[src/hw/rtl/mrpu_pkg.sv]
`timescale 1ns / 1ps

package mrpu_pkg;

  // Packing formats of the raw stream.
  typedef enum logic [1:0] {
    DtRaw8  = 2'd0,
    DtRaw10 = 2'd1,
    DtRaw12 = 2'd2,
    DtRaw16 = 2'd3
  } data_type_e;

  // Configuration register indexes. Index 3 is not a register and is ignored.
  typedef enum logic [1:0] {
    RegDataType    = 2'd0,
    RegFrameWidth  = 2'd1,
    RegFrameHeight = 2'd2
  } cfg_reg_e;

  localparam int unsigned ByteW   = 8;
  localparam int unsigned PixelW  = 16;
  localparam int unsigned DimRegW = 14;
  localparam int unsigned CfgIdxW = 2;
  localparam int unsigned GroupPix = 4;
  localparam int unsigned PhaseW  = 3;

  localparam logic [1:0] Raw10LsbMask = 2'h3;
  localparam logic [3:0] Raw12LsbMask = 4'hf;

  localparam logic [DimRegW-1:0] ResetWidth  = 14'd1920;
  localparam logic [DimRegW-1:0] ResetHeight = 14'd1080;

  // Phase of the last byte of a packing group, one less than the group length in bytes.
  function automatic logic [PhaseW-1:0] last_phase(data_type_e dt);
    logic [PhaseW-1:0] r;
    unique case (dt)
      DtRaw8:  r = 3'd0;
      DtRaw10: r = 3'd4;
      DtRaw12: r = 3'd2;
      DtRaw16: r = 3'd1;
      default: r = 3'd0;
    endcase
    return r;
  endfunction

endpackage

[src/hw/rtl/mipi_raw_pixel_unpacker.sv]
`timescale 1ns / 1ps

// Unpacks a MIPI CSI-2 RAW8/RAW10/RAW12/RAW16 byte stream into 16-bit pixels, right aligned.
// One byte is taken per cycle while s_axis_tready is high. The byte that completes a packing
// group loads all of its pixels (up to four for RAW10) into a group buffer, which drains one
// pixel per cycle into the output register while the output is free. Bytes that only fill a
// group are always taken; a completing byte waits only while the previous group is still
// draining, which happens only under output backpressure or after a data type write, so
// without backpressure the sustained rate is one byte per cycle in every format. tlast marks
// the final pixel of a frame (width times height pixels, each dimension clamped to
// 1..MAX_DIM); pixels of a group beyond that point are dropped and counting restarts. tuser
// flags the last pixel that one input byte produced. Writing the data type restarts group
// collection. After a dimension write the frame total is recomputed and registered.
module mipi_raw_pixel_unpacker #(
  parameter int unsigned MAX_DIM = 8192
) (
  input  logic                             clk_i,
  input  logic                             rst_ni,

  input  logic                             cfg_valid_i,
  output logic                             cfg_ready_o,
  input  logic [mrpu_pkg::CfgIdxW-1:0]     cfg_index_i,
  input  logic [mrpu_pkg::DimRegW-1:0]     cfg_data_i,

  input  logic                             s_axis_tvalid,
  output logic                             s_axis_tready,
  input  logic [mrpu_pkg::ByteW-1:0]       s_axis_tdata,   // [7:0] byte_in

  output logic                             m_axis_tvalid,
  input  logic                             m_axis_tready,
  output logic [mrpu_pkg::PixelW-1:0]      m_axis_tdata,   // [15:0] pixel
  output logic                             m_axis_tlast,   // frame_end
  output logic                             m_axis_tuser    // [0] group_end
);

  localparam int unsigned DimW = $clog2(MAX_DIM + 1);
  localparam int unsigned CmpW = (DimW > mrpu_pkg::DimRegW) ? DimW : mrpu_pkg::DimRegW;
  localparam int unsigned TotW = 2 * DimW;
  localparam logic [CmpW-1:0] MaxDimC = CmpW'(MAX_DIM);

  // Configuration registers.
  mrpu_pkg::data_type_e             data_type_q;
  logic [mrpu_pkg::DimRegW-1:0]     width_q, height_q;
  logic [TotW-1:0]                  total_q, total_d;

  // Group collection.
  logic [mrpu_pkg::ByteW-1:0]       hold_q [mrpu_pkg::GroupPix];
  logic [mrpu_pkg::PhaseW-1:0]      phase_q, phase_d, phase_eff, glast;
  logic                             completes;

  // Group buffer.
  logic [mrpu_pkg::PixelW-1:0]      px_q [mrpu_pkg::GroupPix];
  logic [mrpu_pkg::PixelW-1:0]      px_d [mrpu_pkg::GroupPix];
  logic                             buf_valid_q, buf_valid_d;
  logic [1:0]                       idx_q, idx_d, lastidx_q, lastidx_d;
  logic [TotW-1:0]                  pix_cnt_q, pix_cnt_d;

  // Output register.
  logic                             out_valid_q, out_valid_d;
  logic [mrpu_pkg::PixelW-1:0]      out_pix_q, out_pix_d;
  logic                             out_fend_q, out_fend_d, out_gend_q, out_gend_d;

  logic                             out_free, drain, fend, gdone, load, byte_acc, cfg_wr;
  logic [mrpu_pkg::ByteW-1:0]       b;

  function automatic logic [DimW-1:0] clamp_dim(logic [mrpu_pkg::DimRegW-1:0] v);
    logic [CmpW-1:0] e;
    logic [DimW-1:0] r;
    e = CmpW'(v);
    if (e == '0) begin
      r = DimW'(1);
    end else if (e > MaxDimC) begin
      r = DimW'(MAX_DIM);
    end else begin
      r = DimW'(e);
    end
    return r;
  endfunction

  assign cfg_ready_o = 1'b1;
  assign cfg_wr      = cfg_valid_i;
  assign b           = s_axis_tdata;

  assign total_d = TotW'(clamp_dim(width_q)) * TotW'(clamp_dim(height_q));

  assign glast     = mrpu_pkg::last_phase(data_type_q);
  assign phase_eff = (phase_q > glast) ? '0 : phase_q;
  assign completes = (phase_eff == glast);

  assign out_free = !out_valid_q || m_axis_tready;
  assign drain    = buf_valid_q && out_free;
  assign fend     = ({1'b0, pix_cnt_q} + (TotW + 1)'(1)) >= {1'b0, total_q};
  assign gdone    = fend || (idx_q == lastidx_q);

  assign s_axis_tready = !completes || !buf_valid_q || (drain && gdone);
  assign byte_acc      = s_axis_tvalid && s_axis_tready;
  assign load          = byte_acc && completes;

  always_comb begin
    phase_d = phase_q;
    if (byte_acc) begin
      phase_d = completes ? '0 : phase_eff + 3'd1;
    end
    if (cfg_wr && (cfg_index_i == mrpu_pkg::RegDataType)) begin
      phase_d = '0;
    end
  end

  // Unpack the completed group.
  always_comb begin
    for (int k = 0; k < mrpu_pkg::GroupPix; k++) begin
      px_d[k] = '0;
    end
    lastidx_d = 2'd0;
    unique case (data_type_q)
      mrpu_pkg::DtRaw8: begin
        px_d[0] = {8'd0, b};
      end
      mrpu_pkg::DtRaw10: begin
        for (int k = 0; k < mrpu_pkg::GroupPix; k++) begin
          px_d[k] = {6'd0, hold_q[k], b[7 - 2 * k -: 2] & mrpu_pkg::Raw10LsbMask};
        end
        lastidx_d = 2'd3;
      end
      mrpu_pkg::DtRaw12: begin
        px_d[0] = {4'd0, hold_q[0], b[7:4] & mrpu_pkg::Raw12LsbMask};
        px_d[1] = {4'd0, hold_q[1], b[3:0] & mrpu_pkg::Raw12LsbMask};
        lastidx_d = 2'd1;
      end
      mrpu_pkg::DtRaw16: begin
        px_d[0] = {b, hold_q[0]};
      end
      default: begin
        px_d[0] = {8'd0, b};
      end
    endcase
  end

  always_comb begin
    buf_valid_d = buf_valid_q;
    idx_d       = idx_q;
    pix_cnt_d   = pix_cnt_q;
    out_valid_d = out_valid_q && !m_axis_tready;
    out_pix_d   = out_pix_q;
    out_fend_d  = out_fend_q;
    out_gend_d  = out_gend_q;
    if (drain) begin
      out_valid_d = 1'b1;
      out_pix_d   = px_q[idx_q];
      out_fend_d  = fend;
      out_gend_d  = gdone;
      pix_cnt_d   = fend ? '0 : pix_cnt_q + TotW'(1);
      idx_d       = idx_q + 2'd1;
      if (gdone) begin
        buf_valid_d = 1'b0;
      end
    end
    if (load) begin
      buf_valid_d = 1'b1;
      idx_d       = 2'd0;
    end
  end

  always_ff @(posedge clk_i or negedge rst_ni) begin
    if (!rst_ni) begin
      data_type_q <= mrpu_pkg::DtRaw10;
      width_q     <= mrpu_pkg::ResetWidth;
      height_q    <= mrpu_pkg::ResetHeight;
      total_q     <= '0;
      phase_q     <= '0;
      buf_valid_q <= 1'b0;
      idx_q       <= '0;
      lastidx_q   <= '0;
      pix_cnt_q   <= '0;
      out_valid_q <= 1'b0;
      for (int k = 0; k < mrpu_pkg::GroupPix; k++) begin
        hold_q[k] <= '0;
      end
    end else begin
      total_q     <= total_d;
      phase_q     <= phase_d;
      buf_valid_q <= buf_valid_d;
      idx_q       <= idx_d;
      pix_cnt_q   <= pix_cnt_d;
      out_valid_q <= out_valid_d;
      if (load) begin
        lastidx_q <= lastidx_d;
      end
      if (byte_acc && !completes) begin
        hold_q[phase_eff[1:0]] <= b;
      end
      if (cfg_wr) begin
        unique case (cfg_index_i)
          mrpu_pkg::RegDataType:    data_type_q <= mrpu_pkg::data_type_e'(cfg_data_i[1:0]);
          mrpu_pkg::RegFrameWidth:  width_q     <= cfg_data_i;
          mrpu_pkg::RegFrameHeight: height_q    <= cfg_data_i;
          default: ;
        endcase
      end
    end
  end

  always_ff @(posedge clk_i) begin
    if (load) begin
      for (int k = 0; k < mrpu_pkg::GroupPix; k++) begin
        px_q[k] <= px_d[k];
      end
    end
    out_pix_q  <= out_pix_d;
    out_fend_q <= out_fend_d;
    out_gend_q <= out_gend_d;
  end

  assign m_axis_tvalid = out_valid_q;
  assign m_axis_tdata  = out_pix_q;
  assign m_axis_tlast  = out_fend_q;
  assign m_axis_tuser  = out_gend_q;

`ifndef SYNTH
  // A new group never overwrites one that still has pixels to send.
  assert property (@(posedge clk_i) disable iff (!rst_ni)
    load |-> (!buf_valid_q || (drain && gdone)))
    else $error("group buffer overrun");

  // The frame-end pixel always closes its group.
  assert property (@(posedge clk_i) disable iff (!rst_ni)
    (m_axis_tvalid && m_axis_tlast) |-> m_axis_tuser)
    else $error("frame end without group end");

  // The collection phase stays inside the current group length.
  assert property (@(posedge clk_i) disable iff (!rst_ni)
    phase_q <= glast)
    else $error("byte phase out of range");

  // The drain index never passes the last pixel of the group.
  assert property (@(posedge clk_i) disable iff (!rst_ni)
    buf_valid_q |-> (idx_q <= lastidx_q))
    else $error("group drain index out of range");
`endif

endmodule
[config.mk]
export PLATFORM = sky130hd
export DESIGN_NAME = mipi_raw_pixel_unpacker
export DESIGN_NICKNAME = d
export VERILOG_FILES = /design/src/hw/rtl/mrpu_pkg.sv /design/src/hw/rtl/mipi_raw_pixel_unpacker.sv
export SDC_FILE = /design/constraint.sdc
export NUM_CORES = 1
export LEC_CHECK = 0
export ABC_CLOCK_PERIOD_IN_PS = 17500
export BUFFER_PORTS_ARGS = -buffer_cell sky130_fd_sc_hd__buf_2
export CAP_MARGIN = 5
export CORE_UTILIZATION = 50
export DETAILED_ROUTE_END_ITERATION = 16
export PLACE_DENSITY = 0.65
export SLEW_MARGIN = 30
export SYNTH_ARGS = -nofsm -noshare
export SYNTH_HDL_FRONTEND = slang
export SYNTH_SLANG_ARGS = --single-unit
[constraint.sdc]
create_clock -name clk_i -period 17.5 [get_ports clk_i]
set_input_delay 0 -clock clk_i [delete_from_list [all_inputs] [get_ports clk_i]]
set_output_delay 0 -clock clk_i [all_outputs]
set_load 0.01 [all_outputs]
Word-level counts from Yosys, hierarchy flattened. Memories as Yosys holds them, arrays and structs flattened. A register that Yosys moved wholly into a read port is not among the register bits. Index checks and enable logic that the tools add are counted.

Eq/ne operators: 7. Reduce and logical (&&, ||, !) cells: 27. Bitwise operators: 1. $add $sub $neg: 4. $mul: 1. Mux-type cells: 25. Order comparisons: 6.

Operator list (count): case mux 16 bit (4 select lines) (1); 2-to-1 mux 14 bit (4); bitwise mux 32 bit (1); adder 28 x 1 -> 29 bit (second input constant) (1); greater-or-equal comparator 29 x 28 -> 1 bit (1); adder 28 x 1 -> 28 bit (second input constant) (1); > comparator 14 bit (second input constant) (2); logical NOT 14 bit (2); multiplier 14 x 14 -> 28 bit (1); 2-to-1 mux 28 bit (1); 2-to-1 mux 26 bit (1); case mux 12 bit (2 select lines) (1); demux 8 bit (select 2 bit) (1); 2-to-1 mux 3 bit (4); case mux 3 bit (4 select lines) (1); logical AND 1 bit (8); 2-to-1 mux 8 bit (1); AND reduction 2 bit (4); equality test 2 bit (second input constant) (3); 2-to-1 mux 1 bit (6); nonzero test 2 bit (3); equality test 2 x 1 -> 1 bit (second input constant) (2); logical NOT 1 bit (4); logical NOT 2 bit (2); other kinds (11) (15).

Memory bits (writable): 64. Register bits after elaboration: 129. Output and inout port bits: 21. Memories kept: 1. Input bits: 29. Logic and storage cells: 88.

Memory list: px_q (depth 4, bits a word 16, rd ports 1, clocked after Yosys merged registers in 1, write ports 4, RTL line mipi_raw_pixel_unpacker.sv:52) `logic [mrpu_pkg::PixelW-1:0] px_q [mrpu_pkg::GroupPix];`.

Longest topological paths before layout. Gate-level depths: netlist of run 1.

Depth in word-level cells: 12. Mapped depth: 27. Depth with buffers taken out: 27.

Worst setup path before layout of run 1. No wires, ideal clock.

Path type: reg2reg. Start point: register height_q[13] in the netlist's numbering. End point: register total_q[26]. Data arrival time: 6.628 ns. Cell stages (with the launch flop): 27. Buffers on the path: 1. Required time: 17.378 ns. Setup time: 0.122 ns. Clock period less this slack: 6.749 ns. Setup slack: 10.751 ns. Cell sequence: dfrtp_1 -> clkbuf_1 -> nand2_1 -> nand2_1 -> nor2_1 -> fa_1 -> inv_1 -> fa_1 -> inv_1 -> fa_1 -> inv_1 -> fa_1 -> inv_1 -> fa_1 -> inv_1 -> fa_1 -> inv_1 -> ha_1 -> or3_1 -> a2111oi_2 -> o31ai_1 -> a21oi_1 -> o21ai_0 -> a41oi_1 -> a21oi_1 -> a41o_1 -> xor2_1.

Word-level cells in the longest chain between the ends: 4. Elaborated cells on any way between the ends: 5. Classes of those cells: 1 x mul; 1 x order compare; 2 x mux; 1 x reduce/logical.

RTL lines: start: declaration (RTL line mipi_raw_pixel_unpacker.sv:43) `logic [mrpu_pkg::DimRegW-1:0] width_q, height_q;`; start signal: assignment (RTL line mipi_raw_pixel_unpacker.sv:168) `height_q <= mrpu_pkg::ResetHeight;`; start signal: assignment (RTL line mipi_raw_pixel_unpacker.sv:196) `mrpu_pkg::RegFrameHeight: height_q <= cfg_data_i;`; > comparator 14 bit (RTL line mipi_raw_pixel_unpacker.sv:72) `end else if (e > MaxDimC) begin`; 2-to-1 mux 14 bit (RTL line mipi_raw_pixel_unpacker.sv:72); 2-to-1 mux 14 bit * (RTL line mipi_raw_pixel_unpacker.sv:70) `if (e == '0) begin`; multiplier 14 x 14 -> 28 bit * (RTL line mipi_raw_pixel_unpacker.sv:84) `assign total_d = TotW'(clamp_dim(width_q)) * TotW'(clamp_dim(height_q));`; named net total_d[26] (RTL line mipi_raw_pixel_unpacker.sv:44) `logic [TotW-1:0] total_q, total_d;`; end signal: assignment (RTL line mipi_raw_pixel_unpacker.sv:180) `total_q <= total_d;`; end: declaration (RTL line mipi_raw_pixel_unpacker.sv:44).

Mark *: on every way through the listed nets, which the timed path passes. The rest lies on a longest branch. A chain may end at the register's enable or synchronous reset.

Worst setup path in the final report of run 1.
Start point: register height_q[3] in the netlist's numbering. End point: register total_q[26].

Same word-level chain as after synthesis.

==> results.cfg, run 1 <==
[outcome]
status = finished, final reports clean

[critical_path]
max_stage_delay_ns = 0.57
critPathLaunchType = flip-flop
cp.required_ns = 17.84
critPathMaxFanout = 9
slowest_stage = dfstp_2
rr_startpoint = height_q[3]$_DFFE_PN1P_
arrival_ns = 7.82
cp-startpoint = height_q[3]$_DFFE_PN1P_
path_delay_family = adder cells
crit_type = reg -> reg
path_buf_inv = 6
end_kind = flip-flop

[synthesis]
synth_top_family_by_area = adder cells
syn_area_sq_um = 15620
postSynthCellCount = 1578
synth-xor-area-share_pct = 2.972
syn_area_per_cell_sq_um = 9.899
synthTopCellsByArea = dfrtp_1, fa_1, edfxtp_1, ha_1, inv_1
synth.net_count = 1881
synthArstFlopShare_pct = 65.80
synth-seq-cells = 193
yosysWarnings = 0
synth_edf_count = 66
ys_seq_area_share_pct = 33.11
synth.distinct_cells = 61
yosysTopAreaCellShare_pct = 18.90
synthAdderAreaFrac_pct = 28.72
synth-simple-area-share_pct = 15.48
synth_area_leader_cell = dfrtp_1
synthFlopType = dfrtp_1
synth-compound-area-share_pct = 7.922
muxShareOfSynthArea_pct = 4.502

[sta]
rsz0062_at_grt = false
setup_viol = 0
hold_viol = 0
min_period_ns = 7.482
fin_ws_ns = 10.02
drv_slew = 0
tightest_slew_ns = 1.019
slew_headroom_pct = 31.96
fmax_ghz = 0.1337
clock_skew_ns = 0.02099
period_share_pct = 42.75
fin_tns_setup_ns = 0

[power_and_ir_drop]
power_mw = 2.405
ir_worst_vdd_mv = 0.07798
p_per_area_nw_per_um2 = 140.3
leakage_nw = 8.379

[clock_tree]
cts_tree = yes
cts_buffer_depth = 2
clock_sinks = 193
cts-root-buf = clkbuf_16
htreeDepth = 4
numCtsBuffers = 17
clkTransAtPathRegs_ns = 0.09
insertion_delay_ns = 0.45

[place]
place_congestion = 0.9240
dp.final_hpwl_mm = 27.05
dp_slack_ns = 9.902
port_buffers = 48

[die]
die_h_um = 178.8
start_util_pct = 50.93
dieArea_sq_um = 31950
die_x_um = 178.8
io_pins = 50
core_sq_um = 30670
rows = 64

[routing]
vias = 11090
first_pass_iters = 5
via_per_inst = 5.444
wl_mm = 35.45
drt_iter0_drc = 819
wl_per_cell_um = 17.39
drc = 0
ant_nets = 0

[min_path]
worst_hold_startpoint = cfg_index_i[1]
hold_class = in -> reg

[run]
maxCapViolCount = 0

[finish]
drive_gt1_share_pct = 9.683
syn_to_final_growth_pct = 9.797
antenna_cells = 0
fin_nets = 1932

[global_route]
grt_pass1_wl_mm = 57.18
gr-total-overflow = 0
grtUsageTotal_pct = 23.39
grt_max_degree = 65
antenna_found_initial = 0
grt_pass1_vias = 10910
final timing paths:
check                                             endpoint  slack, ns  cells past startpoint
worst max-delay path                 total_q[26]$_DFF_PN0_      10.02                     27
min in group asynchronous        pix_cnt_q[22]$_DFFE_PN0P_       0.12                      2
max in group asynchronous           hold_q[21]$_DFFE_PN0P_      16.08                      3
worst min register to register      hold_q[15]$_DFFE_PN0P_       0.48                      2
worst min-delay path            data_type_q[1]$_DFFE_PN0P_       0.03                      5
worst max register to register       total_q[26]$_DFF_PN0_      10.02                     27
placed cells by master, fill, tap and decap left out, types with 8 or more instances in the layout:
| cell type | n |
|---|---|
| inv_1 | 240 |
| o21ai_0 | 55 |
| nor2_1 | 113 |
| dfstp_2 | 9 |
| clkbuf_16 | 17 |
| nand4_1 | 13 |
| nor4_1 | 8 |
| a21oi_1 | 32 |
| dfrtp_1 | 117 |
| dlygate4sd3_1 | 26 |
| buf_2 | 47 |
| nand3_1 | 22 |
| nand2b_1 | 22 |
| ha_1 | 133 |
| a222oi_1 | 10 |
| and2_1 | 44 |
| mux2i_1 | 14 |
| nand2_1 | 220 |
| edfxtp_1 | 66 |
| o21a_1 | 9 |
| a21o_1 | 25 |
| a31oi_1 | 10 |
| xnor2_1 | 41 |
| buf_4 | 16 |
| mux4_2 | 10 |
| mux2_2 | 30 |
| fa_1 | 141 |
| a22oi_1 | 12 |
| xor2_1 | 12 |
| and3_1 | 15 |
| nor2b_1 | 32 |
state kept, by name, indices dropped and copies added, names as in the netlist, 3 cells and up:
register,cells
px_q,48
hold_q,32
pix_cnt_q,28
total_q,28
m_axis_tdata,16
height_q,14
width_q,14
phase_q,3
routing by layer:
metal  track usage [%]  share of wire [%]
met2             38.94                 49
met5                 0                  0
met4             7.945                2.8
met3             3.690                4.9
met1             31.06                 43
per-stage QoR:
stage,std cells,utilization (%),area (sq um),hold WS (ns)
final,2038,55.92,17150,0.03477
after global routing,2038,55.92,17150,0.05798
after CTS,2038,55.90,17140,0.02698
after detailed placement,1980,53.01,16260,0.04661
after global placement,1980,53.01,16260,0.04818
after floorplan,1578,-,15620,-0.2956
cell usage after synthesis, types with 22 or more instances:
library cell    n
nand2_1       220
a21o_1         25
dfrtp_1       118
clkbuf_1       51
nand3_1        22
inv_1         240
nor2_1        113
and2_1         44
ha_1          133
fa_1          141
xnor2_1        41
mux2_2         30
edfxtp_1       66
nor2b_1        34
o21ai_0        55
a21oi_1        32
nand2b_1       22
kinds of logic after synthesis:
logic type	count (synthesis)
fa+ha+maj	274
other cells	1
buf+inv	299
xor+xnor	53
simple gates	517
compound gates	187
mux	54
flops	193
area by class of cell:
cell class / instances / area [sq um]
inverters: 241 / 904.6
clock inverters: 15 / 200.2
clock buffers: 17 / 425.4
repair buffers: 90 / 626.9
flip-flops and latches: 193 / 5172
multi-input cells: 1086 / 9325
well taps: 396 / 495.5
fillers: 2686 / 13520
tightest hold or removal path: cells and delay by family:
family	cells	cell delay, ns
buffers and inverters	2	0.26
AND/OR/NAND/NOR	2	0.11
AO/OA/AOI/OAI	1	0.07
where the power goes:
group	internal [mW]	total, mW	switching, mW	leakage, nW
Combinational	0.530	1.29	0.756	5.86
Sequential	0.630	0.710	0.0798	2.22
Clock	0.198	0.410	0.211	0.298
timing repair:
| item | CTS | global route |
|---|---|---|
| buffers inserted | 0 | 0 |
| hold buffers | 26 | 0 |
| gates resized for setup | 0 | 0 |
| endpoints found under the hold margin | 127 | 0 |
No activity file was read; power rests on OpenSTA's default activity.
==> inputs of run 2 (changes only) <==
--- a/config.mk
+++ b/config.mk
@@ -5,12 +5,13 @@
 export SDC_FILE = /design/constraint.sdc
 export NUM_CORES = 1
 export LEC_CHECK = 0
-export ABC_CLOCK_PERIOD_IN_PS = 17500
+export ABC_AREA = 1
+export ABC_CLOCK_PERIOD_IN_PS = 6440
 export BUFFER_PORTS_ARGS = -buffer_cell sky130_fd_sc_hd__buf_2
 export CAP_MARGIN = 5
 export CORE_UTILIZATION = 50
 export DETAILED_ROUTE_END_ITERATION = 16
-export PLACE_DENSITY = 0.65
+export PLACE_DENSITY = 0.68
 export SLEW_MARGIN = 30
 export SYNTH_ARGS = -nofsm -noshare
 export SYNTH_HDL_FRONTEND = slang
==> constraint.sdc (replaced) <==
create_clock -name clk_i -period 6.44 [get_ports clk_i]
set_input_delay 0 -clock clk_i [delete_from_list [all_inputs] [get_ports clk_i]]
set_output_delay 0 -clock clk_i [all_outputs]
set_load 0.01 [all_outputs]
==> run 2 against run 1 <==
Against the previous run: flip-flop and latch count is the same; clock skew shrank 0.0096 ns; clock-buffer cell count is the same; utilization grew 2.3 points; die area grew 2.1%; final cell count grew 18%; worst setup slack lost 9.8 ns; synthesized cell count grew 19%.
==> results.cfg, run 2 <==
[critical_path]
path_buf_inv = 6
r2r_cells = 25
path_delay_family = adder cells
slowest_stage = fa_1
crit_path_frequent_cell = fa_1
rr_startpoint = width_q[2]$_DFFE_PN0P_
critPathLaunchType = flip-flop
r2r_end = total_q[25]$_DFF_PN0_
crit_type = reg -> reg
arrival_ns = 6.60
max_stage_delay_ns = 0.59
cp.required_ns = 6.78
critPathMaxFanout = 7
ff2ff_setup_slack_ns = 0.17
end_kind = flip-flop

[power_and_ir_drop]
leakage_nw = 9.489
power_mw = 6.635
p_per_area_nw_per_um2 = 362.3
ir_worst_vdd_mv = 0.1960

[synthesis]
synth_area_leader_cell = dfrtp_1
synthTopCellsByArea = dfrtp_1, fa_1, edfxtp_1, ha_1, nand2_1
synthAdderAreaFrac_pct = 28.12
synth_edf_count = 66
synth_top_family_by_area = adder cells
syn_area_sq_um = 15960
synth-compound-area-share_pct = 7.449
synth.distinct_cells = 49
syn_area_per_cell_sq_um = 8.520
ys_top_cells_by_count = nand2_1, inv_1, nor2_1, fa_1, ha_1
synthArstFlopShare_pct = 65.80
synth.net_count = 2176
yosysTopAreaCellShare_pct = 18.50
yosys.cell_count.top_type = nand2_1
muxShareOfSynthArea_pct = 0
synth-seq-cells = 193
synth-simple-area-share_pct = 18.82
postSynthCellCount = 1873
synthFlopType = dfrtp_1
synth-xor-area-share_pct = 2.689
ys_seq_area_share_pct = 32.41
yosysWarnings = 0

[routing]
vias = 12820
first_pass_iters = 5
ant_nets = 0
via_per_inst = 5.314
wl_mm = 40.07
wl_per_cell_um = 16.61
drt_iter0_drc = 859
drc = 0

[clock_tree]
clkTransAtPathRegs_ns = 0.08
cts-root-buf = clkbuf_16
cts_buffer_depth = 2
numCtsBuffers = 17
htreeDepth = 4
insertion_delay_ns = 0.45
cts_tree = yes
clock_sinks = 193

[place]
dp.final_hpwl_mm = 31.26
dp.cells = 2341
place_congestion = 0.9869
port_buffers = 48

[finish]
fillers = 2816
syn_to_final_growth_pct = 14.77
drive_gt1_share_pct = 13.67
final_cell_mix = nand2_1, inv_1, nor2_1
fin_nets = 2301
largestRegisters = px_q: 48 flops, hold_q: 32 flops
fin_cells = 2413
final_common_cell = nand2_1
multi_input_area_sq_um = 9425
antenna_cells = 0
regArea_sq_um = 5171
top_register = px_q
largest_reg_flops = 48

[sta]
hold-worst-slack_ns = 0.02894
min_period_ns = 6.267
setup_viol = 0
rsz0062_at_grt = true
fin_tns_setup_ns = 0
period_share_pct = 97.32
drv_slew = 0
tightest_slew_ns = 0.9706
hold_viol = 0
fmax_ghz = 0.1596
clock_skew_ns = 0.01143
slew_headroom_pct = 35.11

[global_route]
grt_pass1_wl_mm = 65.26
grtUsageMet2_pct = 42.19
gr-total-overflow = 0
antenna_found_initial = 0
grt_util_met3_pct = 3.213
grt_most_used_layer = met2
grt_use_met1_pct = 34.05
grtUsageTotal_pct = 25.35
grt_pass1_vias = 12910
grt_max_degree = 79

[die]
die_x_um = 180.7
start_util_pct = 50.70
die_h_um = 180.7
io_pins = 50
core_sq_um = 31470
dieArea_sq_um = 32630
rows = 65

[outcome]
status = finished, final reports clean

[min_path]
hold_class = in -> reg
worst_hold_startpoint = cfg_valid_i
hold-path-endpoint = data_type_q[1]$_DFFE_PN0P_
holdPathStages = 3

[run]
maxCapViolCount = 0
==> run 2: worst max path at each step <==
stage | start | endpoint | depth (start not counted)
floorplan | height_q[9]$_DFFE_PN0P_ | total_q[25]$_DFF_PN0_ | 28
global placement | width_q[2]$_DFFE_PN0P_ | total_q[26]$_DFF_PN0_ | 27
detailed placement | width_q[2]$_DFFE_PN0P_ | total_q[26]$_DFF_PN0_ | 28
CTS | height_q[4]$_DFFE_PN1P_ | total_q[20]$_DFF_PN0_ | 25
global route | width_q[8]$_DFFE_PN1P_ | total_q[17]$_DFF_PN0_ | 29
finish | width_q[2]$_DFFE_PN0P_ | total_q[25]$_DFF_PN0_ | 25
==> run 2: area by class of cell <==
cell class / instances / area share, %
Clock inverter: 15 / 1.052
Sequential cell: 193 / 28.23
Inverter: 390 / 8.089
Clock buffer: 17 / 2.323
Multi-Input combinational cell: 1242 / 51.46
Tap cell: 402 / 2.746
Timing Repair Buffer: 154 / 6.094
==> run 2: per-stage QoR <==
step                cell area [sq um]  setup slack (ns)  util (%)
finish                          18320            0.1726     58.19
global placement                17000          -0.02768     54.00
floorplan                       15960           0.05315         -
CTS                             17920           0.03453     56.93
global route                    18320           -0.1347     58.19
detailed placement              17000           -0.1515     54.00
==> run 2: cells by family after synthesis <==
family	after synthesis
and+or+nand+nor	708
DFF	193
other	1
buffers and inverters	438
xor gates and xnor gates	49
adders and majority gates	274
AOI/OAI and AO/OA	210
==> run 2: worst reg2reg max path, stage by stage, from the launching register on <==
cell	delay, ns
dfrtp_1	0.42
nor4_4	0.30
nand4_1	0.18
nand2_2	0.16
buf_6	0.17
nand2_1	0.10
inv_2	0.07
nand2_1	0.07
fa_1	0.53
fa_1	0.56
inv_1	0.06
fa_1	0.59
fa_1	0.45
fa_1	0.55
inv_1	0.06
fa_1	0.53
inv_1	0.06
ha_4	0.26
nand2_1	0.11
inv_2	0.05
a21oi_1	0.17
o21bai_1	0.12
o21bai_4	0.20
a21oi_2	0.17
o21ai_1	0.08
xor2_1	0.15
==> run 2: timing repair <==
item                                   CTS  global route
resized for setup                       18            79
setup endpoints to repair                5            15
hold buffers                            25             0
pin swaps                                1            12
setup buffers                            1            14
endpoints found under the hold margin  116             0
==> run 2: power breakdown <==
group,switching [mW],internal (mW),total [mW]
Combinational,2.25,1.29,3.55
Sequential,0.234,1.75,1.99
Clock,0.541,0.561,1.10
==> run 2: metal layers <==
| layer | up-vias | wire length (um) |
|---|---|---|
| li1 | 6127 | - |
| met1 | 6233 | 17530 |
| met2 | 385 | 19540 |
| met3 | 78 | 1933 |
| met4 | 0 | 1071 |
| met5 | - | 0 |
==> inputs of run 3 (changes only) <==
--- a/config.mk
+++ b/config.mk
@@ -11,8 +11,8 @@
 export CAP_MARGIN = 5
 export CORE_UTILIZATION = 50
 export DETAILED_ROUTE_END_ITERATION = 16
+export MAX_ROUTING_LAYER = met4
 export PLACE_DENSITY = 0.68
-export SLEW_MARGIN = 30
 export SYNTH_ARGS = -nofsm -noshare
 export SYNTH_HDL_FRONTEND = slang
 export SYNTH_SLANG_ARGS = --single-unit
==> run 3 against run 2 <==
Against the previous run: die area unchanged; register-to-register slack worse by 0.17 ns; power up 6.1%; first-iteration DRC count grew 1.9%; via count decreased by 0.16%; clock skew grew 0.0089 ns; clock-buffer cell count increased by 2; final cell count grew 0.12%; sequential share of layout area decreased by 0.50 points; cell area is 1.8% higher; highest routed layer unchanged.
==> results.cfg, run 3 (synthesis results as in run 2) <==
[clock_tree]
insertion_delay_ns = 0.45
cts-root-buf = clkbuf_16
htreeDepth = 4
cts_tree = yes
cts_buffer_depth = 2
clock_sinks = 193
clkTransAtPathRegs_ns = 0.08
numCtsBuffers = 17

[finish]
final_cell_mix = nand2_1, inv_1, nor2_1
final_common_cell = nand2_1
top_register = px_q
fin_nets = 2304
antenna_cells = 0
drive_gt1_share_pct = 16.39
largest_reg_flops = 48
largestRegisters = px_q: 48 flops, hold_q: 32 flops
fin_cells = 2416
fillers = 2769
syn_to_final_growth_pct = 16.83

[die]
core_sq_um = 31470
start_util_pct = 50.70
die_x_um = 180.7
die_h_um = 180.7
rows = 65
dieArea_sq_um = 32630
io_pins = 50

[routing]
via_per_inst = 5.299
drc = 0
ant_nets = 0
wl_per_cell_um = 16.90
wl_mm = 40.83
first_pass_iters = 5
drt_iter0_drc = 875
vias = 12800

[power_and_ir_drop]
leakage_nw = 9.541
power.switching_mw = 3.219
power_mw = 7.038
p_per_area_nw_per_um2 = 377.5
power_frac_seq_pct = 28.2
sw_frac_of_total_pct = 45.74
p_comb_share_pct = 56.6
p_int_mw = 3.819
ir_worst_vdd_mv = 0.2215
pwr-share-clk_pct = 15.2

[global_route]
grt_pass1_vias = 12580
grtUsageTotal_pct = 25.96
grt_pass1_wl_mm = 64.31
gr-total-overflow = 0
grt_max_degree = 70
antenna_found_initial = 0

[critical_path]
slowest_stage = fa_1
arrival_ns = 6.75
max_stage_delay_ns = 0.52
crit_path_frequent_cell = fa_1
cp.required_ns = 6.76
end_kind = flip-flop
critPathMaxFanout = 7
critPathLaunchType = flip-flop
crit_type = reg -> reg

[sta]
drv_slew = 0
min_period_ns = 6.434
clock_skew_ns = 0.02029
hold-worst-slack_ns = 0.03341
period_share_pct = 99.91
setup_viol = 0
fin_ws_ns = 0.005687
hold_viol = 0
fmax_ghz = 0.1554
tightest_slew_ns = 0.9364
fin_tns_setup_ns = 0
slew_headroom_pct = 37.40
rsz0062_at_grt = true

[place]
port_buffers = 48
dp.cells = 2337
dp.final_hpwl_mm = 31.06
place_congestion = 0.9649
dp_slack_ns = -0.02966

[min_path]
hold_class = in -> reg

[outcome]
status = finished, final reports clean

[run]
maxCapViolCount = 0
[run 3: cell count changes in the layout (fill, tap and decap cells not counted), sizes merged]
cell and change:
buf +3, clkinv -3, clkbuf +2, clkinvlp +1
[run 3: final timing paths]
path / startpoint / to / slack (ns) / cells after the start
worst max register to register: width_q[6]$_DFFE_PN0P_ / total_q[25]$_DFF_PN0_ / 0.006 / 29
worst max-delay path: width_q[6]$_DFFE_PN0P_ / total_q[25]$_DFF_PN0_ / 0.006 / 29
max in group asynchronous: rst_ni / pix_cnt_q[22]$_DFFE_PN0P_ / 4.86 / 3
min in group asynchronous: rst_ni / hold_q[6]$_DFFE_PN0P_ / 0.19 / 2
worst min-delay path: cfg_valid_i / data_type_q[1]$_DFFE_PN0P_ / 0.03 / 3
worst min register to register: hold_q[12]$_DFFE_PN0P_ / hold_q[12]$_DFFE_PN0P_ / 0.49 / 2
[run 3: metal layers]
metal	wire (um)	vias to the layer above	share of wire, %	track usage, %
li1	-	6130	-	-
met1	17940	6227	44	34.52
met2	20060	370	49	41.73
met3	1869	76	4.6	3.436
met4	954	0	2.3	7.282
met5	0	-	0	-
[run 3: repair_timing]
| item | 4_1_cts | 5_1_grt |
|---|---|---|
| gates resized for setup | 8 | 178 |
| pin swaps | 0 | 75 |
| hold buffers | 25 | 0 |
| hold endpoints to repair | 116 | 0 |
| endpoints found under the setup margin | 3 | 16 |
| setup buffers | 0 | 22 |
[run 3: power groups by stage]
stage / clock, mW / combinational, mW / sequential [mW]
floorplan: 0 / 2.34 / 1.96
global placement: 0 / 3.20 / 1.99
detailed placement: 0 / 3.24 / 2.00
CTS: 1.09 / 3.30 / 1.98
global route: 1.13 / 4.43 / 2.03
finish: 1.07 / 3.98 / 1.99
[run 3: layout make-up]
type	count	area, sq um	share of cell area, %
multi-input combinational	1242	9743	52.26
clock inverter	13	147.6	0.7919
sequential	193	5171	27.74
timing repair buffer	157	1155	6.195
clock buffer	19	442.9	2.376
inverter	390	1480	7.940
tap	402	503.0	2.698
[run 3: worst max-delay path: cells and delay by family (launching register included)]
| kind | cells | cell delay, ns |
|---|---|---|
| compound gates | 5 | 0.83 |
| xor+xnor | 1 | 0.15 |
| fa+ha+maj | 7 | 3.01 |
| buf+inv | 10 | 0.94 |
| flops | 1 | 0.40 |
| simple gates | 6 | 0.98 |
[run 3: stage by stage]
step | util [%] | cell area [sq um]
2_1_floorplan | - | 15960
3_3_place_gp | 53.90 | 16970
3_5_place_dp | 53.90 | 16970
4_1_cts | 56.61 | 17820
5_1_grt | 59.23 | 18640
6_report | 59.23 | 18640
